<file path="src/rtl/ncps_pkg.sv">
package ncps_pkg;

  localparam int unsigned PIX_W      = 8;
  localparam int unsigned FSIZE_W    = 12;
  localparam int unsigned CMP_W      = 14;
  localparam int unsigned COORD_W    = 11;
  localparam int unsigned SQ_W       = 16;
  localparam int unsigned SUM_W      = 18;
  localparam int unsigned PROD_W     = 36;
  localparam int unsigned QUOT_W     = 15;
  localparam int unsigned QUOT_SHIFT = 20;
  localparam int unsigned DIST_W     = 8;
  localparam int unsigned CFG_IDX_W  = 3;
  localparam int unsigned CFG_DATA_W = 12;

  localparam int unsigned MAX_WIDTH_DEF  = 2048;
  localparam int unsigned MAX_HEIGHT_DEF = 2048;

  // ceil(2^20 / 6); exact floor(S / 6) for every S below 2^19.
  localparam logic [SUM_W-1:0] RECIP6 = SUM_W'(174763);

  localparam logic [DIST_W-1:0] DIST_INIT = DIST_W'(255);
  localparam logic [DIST_W-1:0] DIST_MAX  = DIST_W'(180);

  localparam logic [PIX_W-1:0]   REF_RST    = PIX_W'(100);
  localparam logic [FSIZE_W-1:0] WIDTH_RST  = FSIZE_W'(640);
  localparam logic [FSIZE_W-1:0] HEIGHT_RST = FSIZE_W'(480);

  typedef enum logic [CFG_IDX_W-1:0] {
    CFG_REF_LUMA        = 3'd0,
    CFG_REF_RED_CHROMA  = 3'd1,
    CFG_REF_BLUE_CHROMA = 3'd2,
    CFG_FRAME_WIDTH     = 3'd3,
    CFG_FRAME_HEIGHT    = 3'd4
  } cfg_idx_e;

  typedef struct packed {
    logic [PIX_W-1:0] luma;
    logic [PIX_W-1:0] red_chroma;
    logic [PIX_W-1:0] blue_chroma;
  } color_t;

endpackage

</file>
<file path="src/rtl/nearest_color_pixel_search.sv">
// Channel  Direction  Handshake                  Payload
// pixel    in         in_valid_i / in_ready_o    luma_i, red_chroma_i, blue_chroma_i
// result   out        out_valid_o / out_ready_i  best_column_o, best_row_o
// config   in         cfg_we_i                   cfg_index_i, cfg_data_i
//
// One pixel word is taken every cycle unless the pipeline stalls; the rate is set by the distance
// pipeline (difference squares, divide by six, square root, minimum tracking).
// The result word is registered once the frame's last pixel leaves the distance pipeline.
// Reset restores the reference color 100/100/100, a 640 by 480 frame and an empty search.
// The pixel side stalls only when a frame-end pixel reaches the tracker while the
// previous result word is still waiting in the output register.
module nearest_color_pixel_search #(
  parameter int unsigned MAX_WIDTH  = ncps_pkg::MAX_WIDTH_DEF,
  parameter int unsigned MAX_HEIGHT = ncps_pkg::MAX_HEIGHT_DEF
) (
  input  logic                            clk_i,
  input  logic                            rst_ni,
  input  logic                            in_valid_i,
  output logic                            in_ready_o,
  input  logic [ncps_pkg::PIX_W-1:0]      luma_i,
  input  logic [ncps_pkg::PIX_W-1:0]      red_chroma_i,
  input  logic [ncps_pkg::PIX_W-1:0]      blue_chroma_i,
  output logic                            out_valid_o,
  input  logic                            out_ready_i,
  output logic [ncps_pkg::COORD_W-1:0]    best_column_o,
  output logic [ncps_pkg::COORD_W-1:0]    best_row_o,
  input  logic                            cfg_we_i,
  input  logic [ncps_pkg::CFG_IDX_W-1:0]  cfg_index_i,
  input  logic [ncps_pkg::CFG_DATA_W-1:0] cfg_data_i
);
  import ncps_pkg::*;

  localparam int unsigned ColW = (MAX_WIDTH > 1) ? $clog2(MAX_WIDTH) : 1;
  localparam int unsigned RowW = (MAX_HEIGHT > 1) ? $clog2(MAX_HEIGHT) : 1;
  localparam int unsigned TagW = ColW + RowW + 1;

  color_t              ref_q;
  logic [FSIZE_W-1:0]  width_q, height_q;
  color_t              pixel;
  logic                acc;
  logic [ColW-1:0]     scan_col, trk_col;
  logic [RowW-1:0]     scan_row, trk_row;
  logic                scan_end, trk_end;
  logic [TagW-1:0]     tag_in, tag_out;
  logic                dv, dready;
  logic [DIST_W-1:0]   pix_dist;

  always_ff @(posedge clk_i or negedge rst_ni) begin
    if (!rst_ni) begin
      ref_q.luma        <= REF_RST;
      ref_q.red_chroma  <= REF_RST;
      ref_q.blue_chroma <= REF_RST;
      width_q           <= WIDTH_RST;
      height_q          <= HEIGHT_RST;
    end else if (cfg_we_i) begin
      case (cfg_idx_e'(cfg_index_i))
        CFG_REF_LUMA:        ref_q.luma        <= cfg_data_i[PIX_W-1:0];
        CFG_REF_RED_CHROMA:  ref_q.red_chroma  <= cfg_data_i[PIX_W-1:0];
        CFG_REF_BLUE_CHROMA: ref_q.blue_chroma <= cfg_data_i[PIX_W-1:0];
        CFG_FRAME_WIDTH:     width_q           <= cfg_data_i[FSIZE_W-1:0];
        CFG_FRAME_HEIGHT:    height_q          <= cfg_data_i[FSIZE_W-1:0];
        default: ;
      endcase
    end
  end

  assign acc               = in_valid_i && in_ready_o;
  assign pixel.luma        = luma_i;
  assign pixel.red_chroma  = red_chroma_i;
  assign pixel.blue_chroma = blue_chroma_i;
  assign tag_in            = {scan_end, scan_row, scan_col};
  assign {trk_end, trk_row, trk_col} = tag_out;

  ncps_scan #(
    .MaxWidth (MAX_WIDTH),
    .MaxHeight(MAX_HEIGHT),
    .ColW     (ColW),
    .RowW     (RowW)
  ) u_scan (
    .clk_i         (clk_i),
    .rst_ni        (rst_ni),
    .acc_i         (acc),
    .frame_width_i (width_q),
    .frame_height_i(height_q),
    .col_o         (scan_col),
    .row_o         (scan_row),
    .frame_end_o   (scan_end)
  );

  ncps_dist #(
    .TagW(TagW)
  ) u_dist (
    .clk_i  (clk_i),
    .rst_ni (rst_ni),
    .valid_i(in_valid_i),
    .ready_o(in_ready_o),
    .pixel_i(pixel),
    .ref_i  (ref_q),
    .tag_i  (tag_in),
    .valid_o(dv),
    .ready_i(dready),
    .dist_o (pix_dist),
    .tag_o  (tag_out)
  );

  ncps_track #(
    .ColW(ColW),
    .RowW(RowW)
  ) u_track (
    .clk_i        (clk_i),
    .rst_ni       (rst_ni),
    .valid_i      (dv),
    .ready_o      (dready),
    .dist_i       (pix_dist),
    .col_i        (trk_col),
    .row_i        (trk_row),
    .frame_end_i  (trk_end),
    .out_valid_o  (out_valid_o),
    .out_ready_i  (out_ready_i),
    .best_column_o(best_column_o),
    .best_row_o   (best_row_o)
  );

endmodule

</file>
<file path="src/rtl/ncps_scan.sv">
module ncps_scan #(
  parameter int unsigned MaxWidth  = ncps_pkg::MAX_WIDTH_DEF,
  parameter int unsigned MaxHeight = ncps_pkg::MAX_HEIGHT_DEF,
  parameter int unsigned ColW      = 11,
  parameter int unsigned RowW      = 11
) (
  input  logic                          clk_i,
  input  logic                          rst_ni,
  input  logic                          acc_i,
  input  logic [ncps_pkg::FSIZE_W-1:0]  frame_width_i,
  input  logic [ncps_pkg::FSIZE_W-1:0]  frame_height_i,
  output logic [ColW-1:0]               col_o,
  output logic [RowW-1:0]               row_o,
  output logic                          frame_end_o
);
  import ncps_pkg::*;

  logic [ColW-1:0]  col_q, col_d;
  logic [RowW-1:0]  row_q, row_d;
  logic [CMP_W-1:0] eff_w, eff_h, last_col, last_row;
  logic             row_end;

  always_comb begin
    if (frame_width_i == '0) begin
      eff_w = CMP_W'(1);
    end else if (CMP_W'(frame_width_i) > CMP_W'(MaxWidth)) begin
      eff_w = CMP_W'(MaxWidth);
    end else begin
      eff_w = CMP_W'(frame_width_i);
    end
    if (frame_height_i == '0) begin
      eff_h = CMP_W'(1);
    end else if (CMP_W'(frame_height_i) > CMP_W'(MaxHeight)) begin
      eff_h = CMP_W'(MaxHeight);
    end else begin
      eff_h = CMP_W'(frame_height_i);
    end
  end

  assign last_col    = eff_w - CMP_W'(1);
  assign last_row    = eff_h - CMP_W'(1);
  assign row_end     = CMP_W'(col_q) >= last_col;
  assign frame_end_o = row_end && (CMP_W'(row_q) >= last_row);
  assign col_o       = col_q;
  assign row_o       = row_q;

  always_comb begin
    col_d = col_q;
    row_d = row_q;
    if (acc_i) begin
      if (frame_end_o) begin
        col_d = '0;
        row_d = '0;
      end else if (row_end) begin
        col_d = '0;
        row_d = row_q + RowW'(1);
      end else begin
        col_d = col_q + ColW'(1);
      end
    end
  end

  always_ff @(posedge clk_i or negedge rst_ni) begin
    if (!rst_ni) begin
      col_q <= '0;
      row_q <= '0;
    end else begin
      col_q <= col_d;
      row_q <= row_d;
    end
  end

  a_col_range: assert property (@(posedge clk_i) disable iff (!rst_ni)
    CMP_W'(col_q) <= CMP_W'(MaxWidth - 1))
    else $error("column count beyond maximum width");

endmodule

</file>
<file path="src/rtl/ncps_dist.sv">
module ncps_dist #(
  parameter int unsigned TagW = 23
) (
  input  logic                          clk_i,
  input  logic                          rst_ni,
  input  logic                          valid_i,
  output logic                          ready_o,
  input  ncps_pkg::color_t              pixel_i,
  input  ncps_pkg::color_t              ref_i,
  input  logic [TagW-1:0]               tag_i,
  output logic                          valid_o,
  input  logic                          ready_i,
  output logic [ncps_pkg::DIST_W-1:0]   dist_o,
  output logic [TagW-1:0]               tag_o
);
  import ncps_pkg::*;

  logic              va_q, vb_q, vc_q, vd_q;
  logic              rdy_a, rdy_b, rdy_c, rdy_d;
  color_t            pix_q;
  logic [TagW-1:0]   tag_a_q, tag_b_q, tag_c_q, tag_d_q;
  logic [SUM_W-1:0]  sum_q, sum_d;
  logic [QUOT_W-1:0] quot_q, quot_d;
  logic [DIST_W-1:0] dist_q, dist_d;
  logic [PIX_W-1:0]  dy, dr, db;
  logic [SQ_W-1:0]   sy, sr, sb;
  logic [PROD_W-1:0] prod;

  assign rdy_d   = !vd_q || ready_i;
  assign rdy_c   = !vc_q || rdy_d;
  assign rdy_b   = !vb_q || rdy_c;
  assign rdy_a   = !va_q || rdy_b;
  assign ready_o = rdy_a;

  assign dy = (pix_q.luma >= ref_i.luma) ? pix_q.luma - ref_i.luma
                                         : ref_i.luma - pix_q.luma;
  assign dr = (pix_q.red_chroma >= ref_i.red_chroma)
              ? pix_q.red_chroma - ref_i.red_chroma
              : ref_i.red_chroma - pix_q.red_chroma;
  assign db = (pix_q.blue_chroma >= ref_i.blue_chroma)
              ? pix_q.blue_chroma - ref_i.blue_chroma
              : ref_i.blue_chroma - pix_q.blue_chroma;
  assign sy = SQ_W'(dy) * SQ_W'(dy);
  assign sr = SQ_W'(dr) * SQ_W'(dr);
  assign sb = SQ_W'(db) * SQ_W'(db);
  assign sum_d = SUM_W'(sy) + SUM_W'(sr) + SUM_W'(sb);

  assign prod   = PROD_W'(sum_q) * PROD_W'(RECIP6);
  assign quot_d = prod[QUOT_SHIFT +: QUOT_W];

  // Restoring square root, two radicand bits per step.
  always_comb begin
    logic [SUM_W-1:0]    rem;
    logic [SUM_W-1:0]    trial;
    logic [DIST_W-1:0]   root;
    logic [2*DIST_W-1:0] val;
    val  = (2*DIST_W)'(quot_q);
    rem  = '0;
    root = '0;
    for (int i = DIST_W - 1; i >= 0; i--) begin
      rem   = {rem[SUM_W-3:0], val[2*i+1 -: 2]};
      trial = SUM_W'({root, 2'b01});
      if (rem >= trial) begin
        rem  = rem - trial;
        root = {root[DIST_W-2:0], 1'b1};
      end else begin
        root = {root[DIST_W-2:0], 1'b0};
      end
    end
    dist_d = root;
  end

  always_ff @(posedge clk_i or negedge rst_ni) begin
    if (!rst_ni) begin
      va_q <= 1'b0;
      vb_q <= 1'b0;
      vc_q <= 1'b0;
      vd_q <= 1'b0;
    end else begin
      if (rdy_a) begin
        va_q <= valid_i;
      end
      if (rdy_b) begin
        vb_q <= va_q;
      end
      if (rdy_c) begin
        vc_q <= vb_q;
      end
      if (rdy_d) begin
        vd_q <= vc_q;
      end
    end
  end

  always_ff @(posedge clk_i) begin
    if (rdy_a && valid_i) begin
      pix_q   <= pixel_i;
      tag_a_q <= tag_i;
    end
    if (rdy_b && va_q) begin
      sum_q   <= sum_d;
      tag_b_q <= tag_a_q;
    end
    if (rdy_c && vb_q) begin
      quot_q  <= quot_d;
      tag_c_q <= tag_b_q;
    end
    if (rdy_d && vc_q) begin
      dist_q  <= dist_d;
      tag_d_q <= tag_c_q;
    end
  end

  assign valid_o = vd_q;
  assign dist_o  = dist_q;
  assign tag_o   = tag_d_q;

  a_dist_range: assert property (@(posedge clk_i) disable iff (!rst_ni)
    vd_q |-> dist_q <= DIST_MAX)
    else $error("distance beyond its largest possible value");

  a_hold_stall: assert property (@(posedge clk_i) disable iff (!rst_ni)
    (vd_q && !ready_i) |=> (vd_q && $stable(tag_d_q) && $stable(dist_q)))
    else $error("stalled distance word lost or changed");

endmodule

</file>
<file path="src/rtl/ncps_track.sv">
module ncps_track #(
  parameter int unsigned ColW = 11,
  parameter int unsigned RowW = 11
) (
  input  logic                            clk_i,
  input  logic                            rst_ni,
  input  logic                            valid_i,
  output logic                            ready_o,
  input  logic [ncps_pkg::DIST_W-1:0]     dist_i,
  input  logic [ColW-1:0]                 col_i,
  input  logic [RowW-1:0]                 row_i,
  input  logic                            frame_end_i,
  output logic                            out_valid_o,
  input  logic                            out_ready_i,
  output logic [ncps_pkg::COORD_W-1:0]    best_column_o,
  output logic [ncps_pkg::COORD_W-1:0]    best_row_o
);
  import ncps_pkg::*;

  logic [DIST_W-1:0] least_q, least_d;
  logic [ColW-1:0]   lcol_q, lcol_d, pick_col, ocol_q;
  logic [RowW-1:0]   lrow_q, lrow_d, pick_row, orow_q;
  logic              oval_q, oval_d;
  logic              acc, better;

  assign ready_o  = !valid_i || !frame_end_i || !oval_q || out_ready_i;
  assign acc      = valid_i && ready_o;
  assign better   = dist_i < least_q;
  assign pick_col = better ? col_i : lcol_q;
  assign pick_row = better ? row_i : lrow_q;

  always_comb begin
    least_d = least_q;
    lcol_d  = lcol_q;
    lrow_d  = lrow_q;
    oval_d  = oval_q && !out_ready_i;
    if (acc) begin
      if (frame_end_i) begin
        least_d = DIST_INIT;
        lcol_d  = '0;
        lrow_d  = '0;
        oval_d  = 1'b1;
      end else if (better) begin
        least_d = dist_i;
        lcol_d  = col_i;
        lrow_d  = row_i;
      end
    end
  end

  always_ff @(posedge clk_i or negedge rst_ni) begin
    if (!rst_ni) begin
      least_q <= DIST_INIT;
      lcol_q  <= '0;
      lrow_q  <= '0;
      oval_q  <= 1'b0;
    end else begin
      least_q <= least_d;
      lcol_q  <= lcol_d;
      lrow_q  <= lrow_d;
      oval_q  <= oval_d;
    end
  end

  always_ff @(posedge clk_i) begin
    if (acc && frame_end_i) begin
      ocol_q <= pick_col;
      orow_q <= pick_row;
    end
  end

  assign out_valid_o   = oval_q;
  assign best_column_o = COORD_W'(ocol_q);
  assign best_row_o    = COORD_W'(orow_q);

  a_rearm: assert property (@(posedge clk_i) disable iff (!rst_ni)
    (acc && frame_end_i) |=> (least_q == DIST_INIT && lcol_q == '0 && lrow_q == '0))
    else $error("search not re-armed after frame end");

  a_result_source: assert property (@(posedge clk_i) disable iff (!rst_ni)
    $rose(oval_q) |-> $past(acc && frame_end_i))
    else $error("result raised without a frame end");

endmodule
</file>
<file path="config.mk">
export PLATFORM = sky130hd
export DESIGN_NAME = nearest_color_pixel_search
export DESIGN_NICKNAME = d
export VERILOG_FILES = /design/src/rtl/ncps_pkg.sv /design/src/rtl/nearest_color_pixel_search.sv /design/src/rtl/ncps_scan.sv /design/src/rtl/ncps_dist.sv /design/src/rtl/ncps_track.sv
export SDC_FILE = /design/constraint.sdc
export NUM_CORES = 1
export LEC_CHECK = 0
export BUFFER_PORTS_ARGS = -buffer_cell sky130_fd_sc_hd__clkbuf_2
export CORE_ASPECT_RATIO = 1.4
export CORE_MARGIN = 3
export CORE_UTILIZATION = 45
export CTS_CLUSTER_DIAMETER = 120
export DETAILED_ROUTE_END_ITERATION = 10
export GPL_ROUTABILITY_DRIVEN = 0
export GPL_TIMING_DRIVEN = 0
export PLACE_DENSITY = 0.67
export SLEW_MARGIN = 20
export SYNTH_ARGS = -nofsm -noshare
export SYNTH_HDL_FRONTEND = slang
export SYNTH_SLANG_ARGS = --single-unit
</file>
<file path="constraint.sdc">
create_clock -name clk_i -period 13 [get_ports clk_i]
set_clock_uncertainty 0.1 [all_clocks]
set_input_delay 1.3 -clock clk_i [delete_from_list [all_inputs] [get_ports clk_i]]
set_output_delay 1.3 -clock clk_i [all_outputs]
set_load 0.01 [all_outputs]
</file>
# --- Yosys cells after proc, flatten, opt, wreduce, memory -nomap -nowiden ---
# Index checks and enable logic that the tools add are counted.
word_totals:
  reg_bits: 284
  inputBits: 44
  out_inout_bits: 24
  elab_cells: 138
op_classes:
  addsub: 19
  mul: 4
  n_lt_le_gt_ge: 16
  eq_ne: 4
  muxes: 34
  n_reduce_logical: 34
ops:
  columns: ["cell", "count"]
  rows:
  - ["$mux 16", 7]
  - ["$mux 11", 8]
  - ["$mul 8x8->16", 3]
  - ["$sub 8x8->8", 6]
  - ["$mux 8", 5]
  - ["$mux 12", 3]
  - ["$mul 18x18->35 const B", 1]
  - ["$ge 11x14->1", 2]
  - ["$ge 8x8->1", 3]
  - ["$gt 12x12->1 const B", 2]
  - ["$logic_not 12->1", 2]
  - ["$add 11x1->11 const B", 2]
  - ["$add 18x16->18", 1]
  - ["$ge 18x3->1", 1]
  - ["$ge 18x4->1", 1]
  - ["$ge 18x5->1", 1]
  - ["$ge 18x6->1", 1]
  - ["$ge 18x7->1", 1]
  - ["$ge 18x8->1", 1]
  - ["$ge 18x9->1", 1]
  - ["$add 16x16->17", 1]
  - ["$sub 16x3->16", 1]
  - ["$sub 16x4->16", 1]
  - ["$sub 16x5->16", 1]
  - ["19 further kinds", 55]

# --- Longest topological paths before layout ---
# Gate-level depths: netlist of the first run.
depth:
  ltp_word: 16
  ltp_mapped: 68
  ltp_nobuf: 59

# --- Hierarchy ---
# A second synthesis of the first run with hierarchy kept.
unflattened:
  hier_cells: 2569
  area_unflattened_um2: 27266.2
by_module_without_submodules:
  columns: ["module", "n_inst", "cells_each", "area_each_um2", "seq_area_each_um2"]
  rows:
  - ["ncps_dist", 1, 1983, 20523.4, 4814.6]
  - ["ncps_track", 1, 210, 2655.0, 1446.4]
  - ["ncps_scan", 1, 270, 2224.6, 550.5]
  - ["nearest_color_pixel_search", 1, 106, 1863.0, 1219.9]

# --- Least setup slack after synthesis of the first run ---
# Ideal clock, no wire load.
synth_path:
  path_type: "flip-flop to flip-flop"
  startpoint: "register u_dist.quot_q[12]"
  endpoint: "register u_dist.dist_q[0], in the netlist u_dist.dist_o[0] (data pin)"
  setup_time_ns: 0.137
  t_arrival_ns: 12.849
  required_ns: 12.763
  path_slack_ns: -0.086
  stages_incl_launch_ff: 67
  n_path_buf: 10
  synth_period_minus_slack_ns: 13.086
  cell_sequence: "edfxtp_1 > inv_1 > ha_1 > inv_1 > ha_1 > buf_2 > or3_1 > and2_1 > ha_1 > nand2b_1 > nor3_1 > a21o_1 > buf_2 > inv_2 > mux2i_1 > xnor2_1 > ha_1 > a31o_2 > [31 not listed] > mux2_2 > ha_1 > and3_1 > nand4_1 > or4_1 > nand3_1 > or2_4 > buf_6 > inv_2 > nor2_1 > xnor2_1 > ha_1 > nand3_1 > or3b_2 > nor3_1 > a211oi_1 > o32a_1 > nand4_1"
synth_between:
  elab_chain_cells: 14
  word_cells_on_any_way: 26
  cone_classes: "6 x add/sub; 7 x order compare; 13 x mux"
synth_lines:
  columns: ["item", "line", "text"]
  rows:
  - ["from (decl)", "ncps_dist.sv:23", "logic [QUOT_W-1:0] quot_q, quot_d;"]
  - ["from (signal assigned)", "ncps_dist.sv:105", "quot_q <= quot_d;"]
  - ["$sub 16x3->16 or $ge 18x3->1 (tied branches)", "ncps_dist.sv:64, ncps_dist.sv:63", null]
  - ["$mux 16 or $mux 1 (tied branches)", "ncps_dist.sv:63", "if (rem >= trial) begin"]
  - ["$ge 18x4->1 *", "ncps_dist.sv:63", null]
  - ["$mux 1 *", "ncps_dist.sv:63", null]
  - ["via u_dist.dist_d[5]", "ncps_dist.sv:24", "logic [DIST_W-1:0] dist_q, dist_d;"]
  - ["$ge 18x5->1 *", "ncps_dist.sv:63", null]
  - ["$mux 1 *", "ncps_dist.sv:63", null]
  - ["via u_dist.dist_d[4]", "ncps_dist.sv:24", null]
  - ["[2 not listed]", null, null]
  - ["via u_dist.dist_d[3]", "ncps_dist.sv:24", null]
  - ["[1 not listed]", null, null]
  - ["$mux 1 *", "ncps_dist.sv:63", null]
  - ["via u_dist.dist_d[2]", "ncps_dist.sv:24", null]
  - ["$ge 18x8->1 *", "ncps_dist.sv:63", null]
  - ["$mux 1 *", "ncps_dist.sv:63", null]
  - ["via u_dist.dist_d[1]", "ncps_dist.sv:24", null]
  - ["$ge 18x9->1 *", "ncps_dist.sv:63", null]
  - ["$mux 1 *", "ncps_dist.sv:63", null]
  - ["via u_dist.dist_d[0]", "ncps_dist.sv:24", null]
  - ["to (signal assigned)", "ncps_dist.sv:109", "dist_q <= dist_d;"]
  - ["to (decl)", "ncps_dist.sv:24", null]
# The timed path passes the listed nets; every way through them passes the cells marked *.
# A chain may end at the register's enable or synchronous reset.

# --- Final worst setup path of the first run ---
layout_path:
  startpoint: "register u_dist.quot_q[14]"
  endpoint: "register u_dist.dist_q[0], in the netlist u_dist.dist_o[0] (data pin)"
layout_between:
  elab_chain_cells: 16
  word_cells_on_any_way: 30
  cone_classes: "7 x add/sub; 8 x order compare; 15 x mux"
layout_lines:
  columns: ["item", "line"]
  rows:
  - ["$sub 1x1->2 or $ge 1x1->1 (tied branches)", "ncps_dist.sv:64, ncps_dist.sv:63"]
  - ["$mux 16 or $mux 1 (tied branches)", "ncps_dist.sv:63"]
  - ["$sub 16x3->16 or $ge 18x3->1 (tied branches)", "ncps_dist.sv:64, ncps_dist.sv:63"]
  - ["$mux 16 or $mux 1 (tied branches)", "ncps_dist.sv:63"]
  - ["$ge 18x4->1 *", "ncps_dist.sv:63"]
  - ["$mux 1 *", "ncps_dist.sv:63"]
  - ["via u_dist.dist_d[5]", "ncps_dist.sv:24"]
  - ["$ge 18x5->1 *", "ncps_dist.sv:63"]
  - ["[1 not listed]", null]
  - ["via u_dist.dist_d[4]", "ncps_dist.sv:24"]
  - ["[3 not listed]", null]
  - ["$mux 1 *", "ncps_dist.sv:63"]
  - ["via u_dist.dist_d[2]", "ncps_dist.sv:24"]
  - ["$ge 18x8->1 *", "ncps_dist.sv:63"]
  - ["$mux 1 *", "ncps_dist.sv:63"]
  - ["via u_dist.dist_d[1]", "ncps_dist.sv:24"]
  - ["$ge 18x9->1 *", "ncps_dist.sv:63"]
  - ["$mux 1 *", "ncps_dist.sv:63"]
  - ["via u_dist.dist_d[0]", "ncps_dist.sv:24"]
# Marks and branches as above.

==> results.py, run 1 <==
metrics = {
    "routing": {
        "vias": 18559,
        "wirelength_um": 57300,
        "dr.pass1.iters": 5,
        "ant_nets": 0,
        "vias_per_cell": 5.32,
        "post_drt_wl_per_cell_um": 16.4,
        "first_iter_violations": 857,
        "drc": 0,
    },
    "worst_hold_path": {
        "hold_path_depth": 0,
        "whs_endpoint": "u_dist.tag_c_q[7]",
        "holdCritPathClass": "reg -> reg",
        "min_from": "u_dist.tag_b_q[7]",
    },
    "yosys": {
        "ys_ff_latch": 284,
        "yosysTopAreaCell": "edfxtp_1",
        "synth-simple-area-share_pct": 10.0,
        "synth_top_area_share_pct": 20.1,
        "synth_compound_area_share_pct": 10.4,
        "synth_top_family_by_area": "adder cells",
        "ys_types": 100,
        "ys_async_sr_fraction_pct": 37.0,
        "synthMuxAreaShare_pct": 3.41,
        "synth.area.top_cells": "edfxtp_1, fa_1, ha_1",
        "synth_xor_area_share_pct": 4.06,
        "synth_cells": 2580,
        "avgSynthCellArea_um2": 10.4,
        "ys_seq_area_share_pct": 30.0,
        "synth_nets": 3223,
        "synth_edf_count": 179,
        "yosys.area_share.adder_pct": 34.5,
        "netlist_area_um2": 26800,
        "yosys_warnings": 0,
        "dominantRegCellSynth": "edfxtp_1",
    },
    "die": {
        "coreArea_um2": 58700,
        "start_util_pct": 45.6,
        "rows": 105,
        "die_height_um": 295,
        "ios": 68,
        "dieArea_um2": 62500,
        "fp.dieW_um": 212,
    },
    "worst_setup_path": {
        "start_kind": "flip-flop",
        "cp.required_ps": 13300,
        "path_class": "reg -> reg",
        "rr_worst_depth": 62,
        "max_stage_delay_ps": 540,
        "crit_fanout": 11,
        "critPathSlowestCell": "edfxtp_1",
        "r2r_slack_ps": 330,
        "crit_arrival_ps": 12970,
        "r2r-end": "u_dist.dist_o[0]",
        "end_kind": "flip-flop",
        "reg2reg_from": "u_dist.quot_q[14]",
    },
    "grt": {
        "grt_pass1_vias": 19953,
        "overflow": 0,
        "grt_max_degree": 82,
        "antenna_found_initial": 0,
        "global_route.usage.total_pct": 18.6,
        "grt_pass1_wl_um": 95300,
    },
    "timing": {
        "setup_slack_ps": 333,
        "timing.fmax_mhz": 78.9,
        "setup_viol": 0,
        "tightest_slew_ps": 1020,
        "holdWs_ps": 311,
        "period_share_pct": 97.4,
        "finalSetupTns_ps": 0,
        "hold_violations": 0,
        "slew-limit-headroom_pct": 31.3,
        "slew_viol_final": 0,
        "period_needed_ps": 12670,
    },
    "cells_and_area": {
        "nFillCells": 5182,
        "final_common_cell": "inv_1",
        "final_nets": 3360,
        "drive_gt1_share_pct": 12.7,
        "areaGrowthSynthToFinish_pct": 11.2,
        "final_cell_mix": "inv_1, ha_1, fa_1",
        "insertedDiodeCount": 0,
    },
    "place": {
        "dp_hpwl_um": 46600,
        "io_buffers": 67,
        "pre_cts_ws_ps": -2250,
    },
    "clock_tree": {
        "clk_pin_slew_ps": 70,
        "htreeDepth": 1,
        "clkSinkCount": 284,
        "cts_tree": "built",
        "insertion_delay_ps": 570,
        "cts_max_path_buffers": 3,
        "cts_root_buf": "clkbuf_16",
        "numCtsBuffers": 28,
    },
    "run": {
        "maxCapViolations": 0,
    },
    "status": {
        "outcome": "finished, final reports clean",
    },
}
## area by class of cell
| type | instances | area (um^2) | share of cell area (%) |
|---|---|---|---|
| multi-input combinational | 1762 | 17100 | 57.3 |
| sequential | 284 | 8030 | 27.0 |
| inverter | 496 | 1890 | 6.33 |
| tap | 749 | 937 | 3.15 |
| clock buffer | 34 | 753 | 2.53 |
| timing repair buffer | 111 | 743 | 2.50 |
| buffer | 34 | 198 | 0.664 |
| clock inverter | 18 | 161 | 0.542 |
## worst max path at each step
| stage | end | from | cells past startpoint | slack, ps |
|---|---|---|---|---|
| floorplan | u_dist.dist_o[0] | u_dist.quot_q[12] | 67 | 60 |
| global placement | u_dist.dist_o[0] | u_dist.quot_q[12] | 66 | -2070 |
| detailed placement | u_dist.dist_o[0] | u_dist.quot_q[12] | 66 | -2250 |
| CTS | u_dist.sum_q[17] | u_dist.pix_q[8] | 50 | 6 |
| global route | u_dist.dist_o[0] | u_dist.quot_q[14] | 62 | -170 |
| finish | u_dist.dist_o[0] | u_dist.quot_q[14] | 62 | 330 |
## cell usage after synthesis, drive strengths merged, types with 13 or more instances
cell type  instances
a21oi            109
nor2             168
a22o              22
fa               232
a21o              41
xor2              39
nand3             29
nor4              17
nor2b             29
dfstp             23
or2               13
nand4             16
clkbuf            27
o21ai            115
dfrtp             82
mux2i             31
nor3              31
xnor2             83
edfxtp           179
and3              16
ha               367
inv              495
nand2            129
o21bai            14
nand2b            37
o21a              13
mux2              52
## through the flow
step	std cells	area [um^2]	utilization [%]
2_1_floorplan	2580	26800	-
3_3_place_gp	3396	28100	47.8
3_5_place_dp	3401	28200	48.0
4_1_cts	3467	29500	50.2
5_1_grt	3488	29800	50.7
6_report	3488	29800	50.7
## registers in the layout, summed over array words and instances (netlist names), 8 cells and up
register / flops
ref_q: 24
u_dist.pix_q: 24
u_dist.tag_a_q: 23
u_dist.tag_b_q: 23
u_dist.tag_c_q: 23
u_dist.tag_o: 23
u_dist.sum_q: 18
u_dist.quot_q: 15
height_q: 12
width_q: 12
u_scan.col_o: 11
u_scan.row_o: 11
u_track.best_column_o: 11
u_track.best_row_o: 11
u_track.lcol_q: 11
u_track.lrow_q: 11
u_dist.dist_o: 8
u_track.least_q: 8
## critical path, delay by kind of cell, from the launching register on
kind | cells | cell delay [ps]
AO/OA/AOI/OAI | 8 | 1260
buffers and inverters | 11 | 1500
flip-flops | 1 | 540
XOR/XNOR | 4 | 750
AND/OR/NAND/NOR | 28 | 5550
multiplexers | 4 | 840
adder cells (fa/ha/maj) | 7 | 1930
## repair_timing
action	CTS	global route
pin swaps	10	14
endpoints found under the setup margin	7	6
hold buffers	0	0
endpoints found under the hold margin	0	0
buffers inserted	17	22
resized for setup	50	38
## routing by layer
metal / part of all wire, % / global-route usage [%]
met5: 0 / 0
met3: 2.5 / 1.64
met4: 3.8 / 7.01
met2: 56 / 36.6
met1: 38 / 20.4
## cells by family after synthesis
family,after synthesis
DFF,284
and+or+nand+nor,539
adders and majority gates,599
buffers and inverters,534
xor gates and xnor gates,122
muxes,83
AOI/OAI and AO/OA,419
Power of run 1 is not shown: default switching activity piles up to over one toggle a cycle in this logic, so the estimate is an artifact.
==> run 2, diff against run 1 <==
--- a/config.mk
+++ b/config.mk
@@ -12,9 +12,8 @@
 export CTS_CLUSTER_DIAMETER = 120
 export DETAILED_ROUTE_END_ITERATION = 10
 export GPL_ROUTABILITY_DRIVEN = 0
-export GPL_TIMING_DRIVEN = 0
 export PLACE_DENSITY = 0.67
-export SLEW_MARGIN = 20
+export SLEW_MARGIN = 0
 export SYNTH_ARGS = -nofsm -noshare
 export SYNTH_HDL_FRONTEND = slang
 export SYNTH_SLANG_ARGS = --single-unit
==> constraint.sdc (replaced) <==
create_clock -name clk_i -period 13 [get_ports clk_i]
set_clock_uncertainty 0.1 [all_clocks]
set_input_delay 1.3 -clock clk_i [delete_from_list [all_inputs] [get_ports clk_i]]
set_output_delay 1.3 -clock clk_i [all_outputs]
set_load 0.05 [all_outputs]
==> run 2 against run 1 <==
Critical path depth fell by 2. First-iteration DRC count increased by 13%. Cell count is 0.69% lower. Design area fell by 0.42%. Non-clock buffer count shrank 36. Setup slack better by 190 ps. Register-to-register slack improved by 190 ps. The flow now finishes with violations (capacitance limit). Core utilization shrank 0.22 points. Critical path type unchanged. Maximum frequency is 1.5% higher.
==> results.py, run 2 (same netlist as run 1, synthesis figures left out) <==
metrics = {
    "cells_and_area": {
        "nFillCells": 5105,
        "seq_area_um2": 8030,
        "drive_gt1_share_pct": 11.9,
        "final_nets": 3331,
        "areaGrowthSynthToFinish_pct": 10.8,
        "multi_input_area_um2": 16900,
        "utilization_pct": 50.5,
        "final_cell_mix": "inv_1, ha_1, fa_1",
        "largest_registers": "ref_q x24, u_dist.pix_q x24",
        "insertedDiodeCount": 0,
        "final_common_cell": "inv_1",
    },
    "worst_hold_path": {
        "holdCritPathClass": "reg -> reg",
        "hold_path_depth": 0,
    },
    "die": {
        "die_height_um": 295,
        "dieArea_um2": 62500,
        "fp.dieW_um": 212,
        "start_util_pct": 45.6,
        "coreArea_um2": 58700,
        "rows": 105,
        "ios": 68,
    },
    "clock_tree": {
        "cts_root_buf": "clkbuf_16",
        "clk_pin_slew_ps": 70,
        "cts_max_path_buffers": 3,
        "numCtsBuffers": 35,
        "htreeDepth": 2,
        "clkSinkCount": 284,
        "ctsHoldBuffers": 0,
        "insertion_delay_ps": 550,
        "cts_tree": "built",
    },
    "timing": {
        "slew_viol_final": 0,
        "setup_slack_ps": 526,
        "setup_viol": 0,
        "hold_violations": 0,
        "finalSetupTns_ps": 0,
        "slew-limit-headroom_pct": 1.30,
        "timing.fmax_mhz": 80.2,
        "tightest_slew_ps": 1470,
        "period_share_pct": 96.0,
        "period_needed_ps": 12470,
    },
    "grt": {
        "global_route.usage.total_pct": 19.1,
        "grt_pass1_vias": 19868,
        "antenna_found_initial": 0,
        "grt_pass1_wl_um": 97100,
        "overflow": 0,
        "grt_max_degree": 65,
    },
    "worst_setup_path": {
        "path_class": "reg -> reg",
        "start_kind": "flip-flop",
        "crit_top_cell": "ha_1",
        "critPathSlowestCell": "or4b_1",
        "crit_arrival_ps": 12790,
        "cp.required_ps": 13320,
        "end_kind": "flip-flop",
        "rr_worst_depth": 60,
        "crit_fanout": 9,
        "max_stage_delay_ps": 550,
    },
    "status": {
        "violations": "capacitance limit",
        "outcome": "complete, but fails checks",
    },
    "routing": {
        "drc": 0,
        "vias": 18551,
        "first_iter_violations": 966,
        "post_drt_wl_per_cell_um": 17.0,
        "wirelength_um": 58900,
        "ant_nets": 0,
        "dr.pass1.iters": 5,
        "vias_per_cell": 5.36,
    },
    "run": {
        "maxCapViolations": 1,
    },
    "place": {
        "dp_hpwl_um": 47300,
        "pre_cts_ws_ps": -24.8,
        "io_buffers": 67,
    },
}
## run 2: changes by cell type in the layout (fill, tap and decap cells not counted), sizes merged
| cell | previous run | this run |
|---|---|---|
| buf | 55 | 43 |
| bufinv | 0 | 8 |
| clkbuf | 124 | 104 |
| clkinv | 13 | 9 |
| inv | 497 | 502 |
| clkinvlp | 4 | 3 |
## run 2: layout make-up
cell class / instances / area share, %
Multi-Input combinational cell: 1762 / 56.9
Clock inverter: 26 / 1.35
Clock buffer: 38 / 2.99
Inverter: 496 / 6.30
Sequential cell: 284 / 27.1
Tap cell: 749 / 3.16
Timing Repair Buffer: 109 / 2.20
## run 2: routing by layer
metal  track usage, %  vias up  part of all wire [%]
li1                 -     8892                     -
met3             2.50      174                   3.1
met1             21.3     9105                    38
met5                0        -                     0
met4             9.01        0                   5.1
met2             35.7      380                    54
## run 2: final timing paths
path,from,to,slack [ps]
worst max-delay path,u_dist.quot_q[13],u_dist.dist_o[0],530
worst min-delay path,u_dist.tag_c_q[7],u_dist.tag_o[7],320
worst max register to register,u_dist.quot_q[13],u_dist.dist_o[0],530
worst min register to register,u_dist.tag_c_q[7],u_dist.tag_o[7],320
max in group asynchronous,rst_ni,ref_q[20],10870
min in group asynchronous,rst_ni,u_track.lrow_q[9],770
## run 2: per-stage QoR
step | hold slack [ps] | std cells | cell area (um^2)
after floorplan | 300 | 2580 | 26800
after global placement | 300 | 3387 | 28100
after detailed placement | 305 | 3387 | 28100
after CTS | 317 | 3451 | 29400
after global routing | 323 | 3464 | 29700
final | 317 | 3464 | 29700
## run 2: what timing repair did
action	in CTS	in global routing
gates resized for setup	2	29
setup buffers	0	13
pin swaps	0	9
endpoints found under the setup margin	1	6
## run 2: critical path: cells and delay by family, from the launching register on
family	cells	cell delay [ps]
AOI/OAI and AO/OA	13	2230
adders and majority gates	8	2270
DFF	1	430
and+or+nand+nor	25	5190
muxes	3	460
buffers and inverters	7	810
xor gates and xnor gates	4	820
Power of run 2 is left out for the same reason.
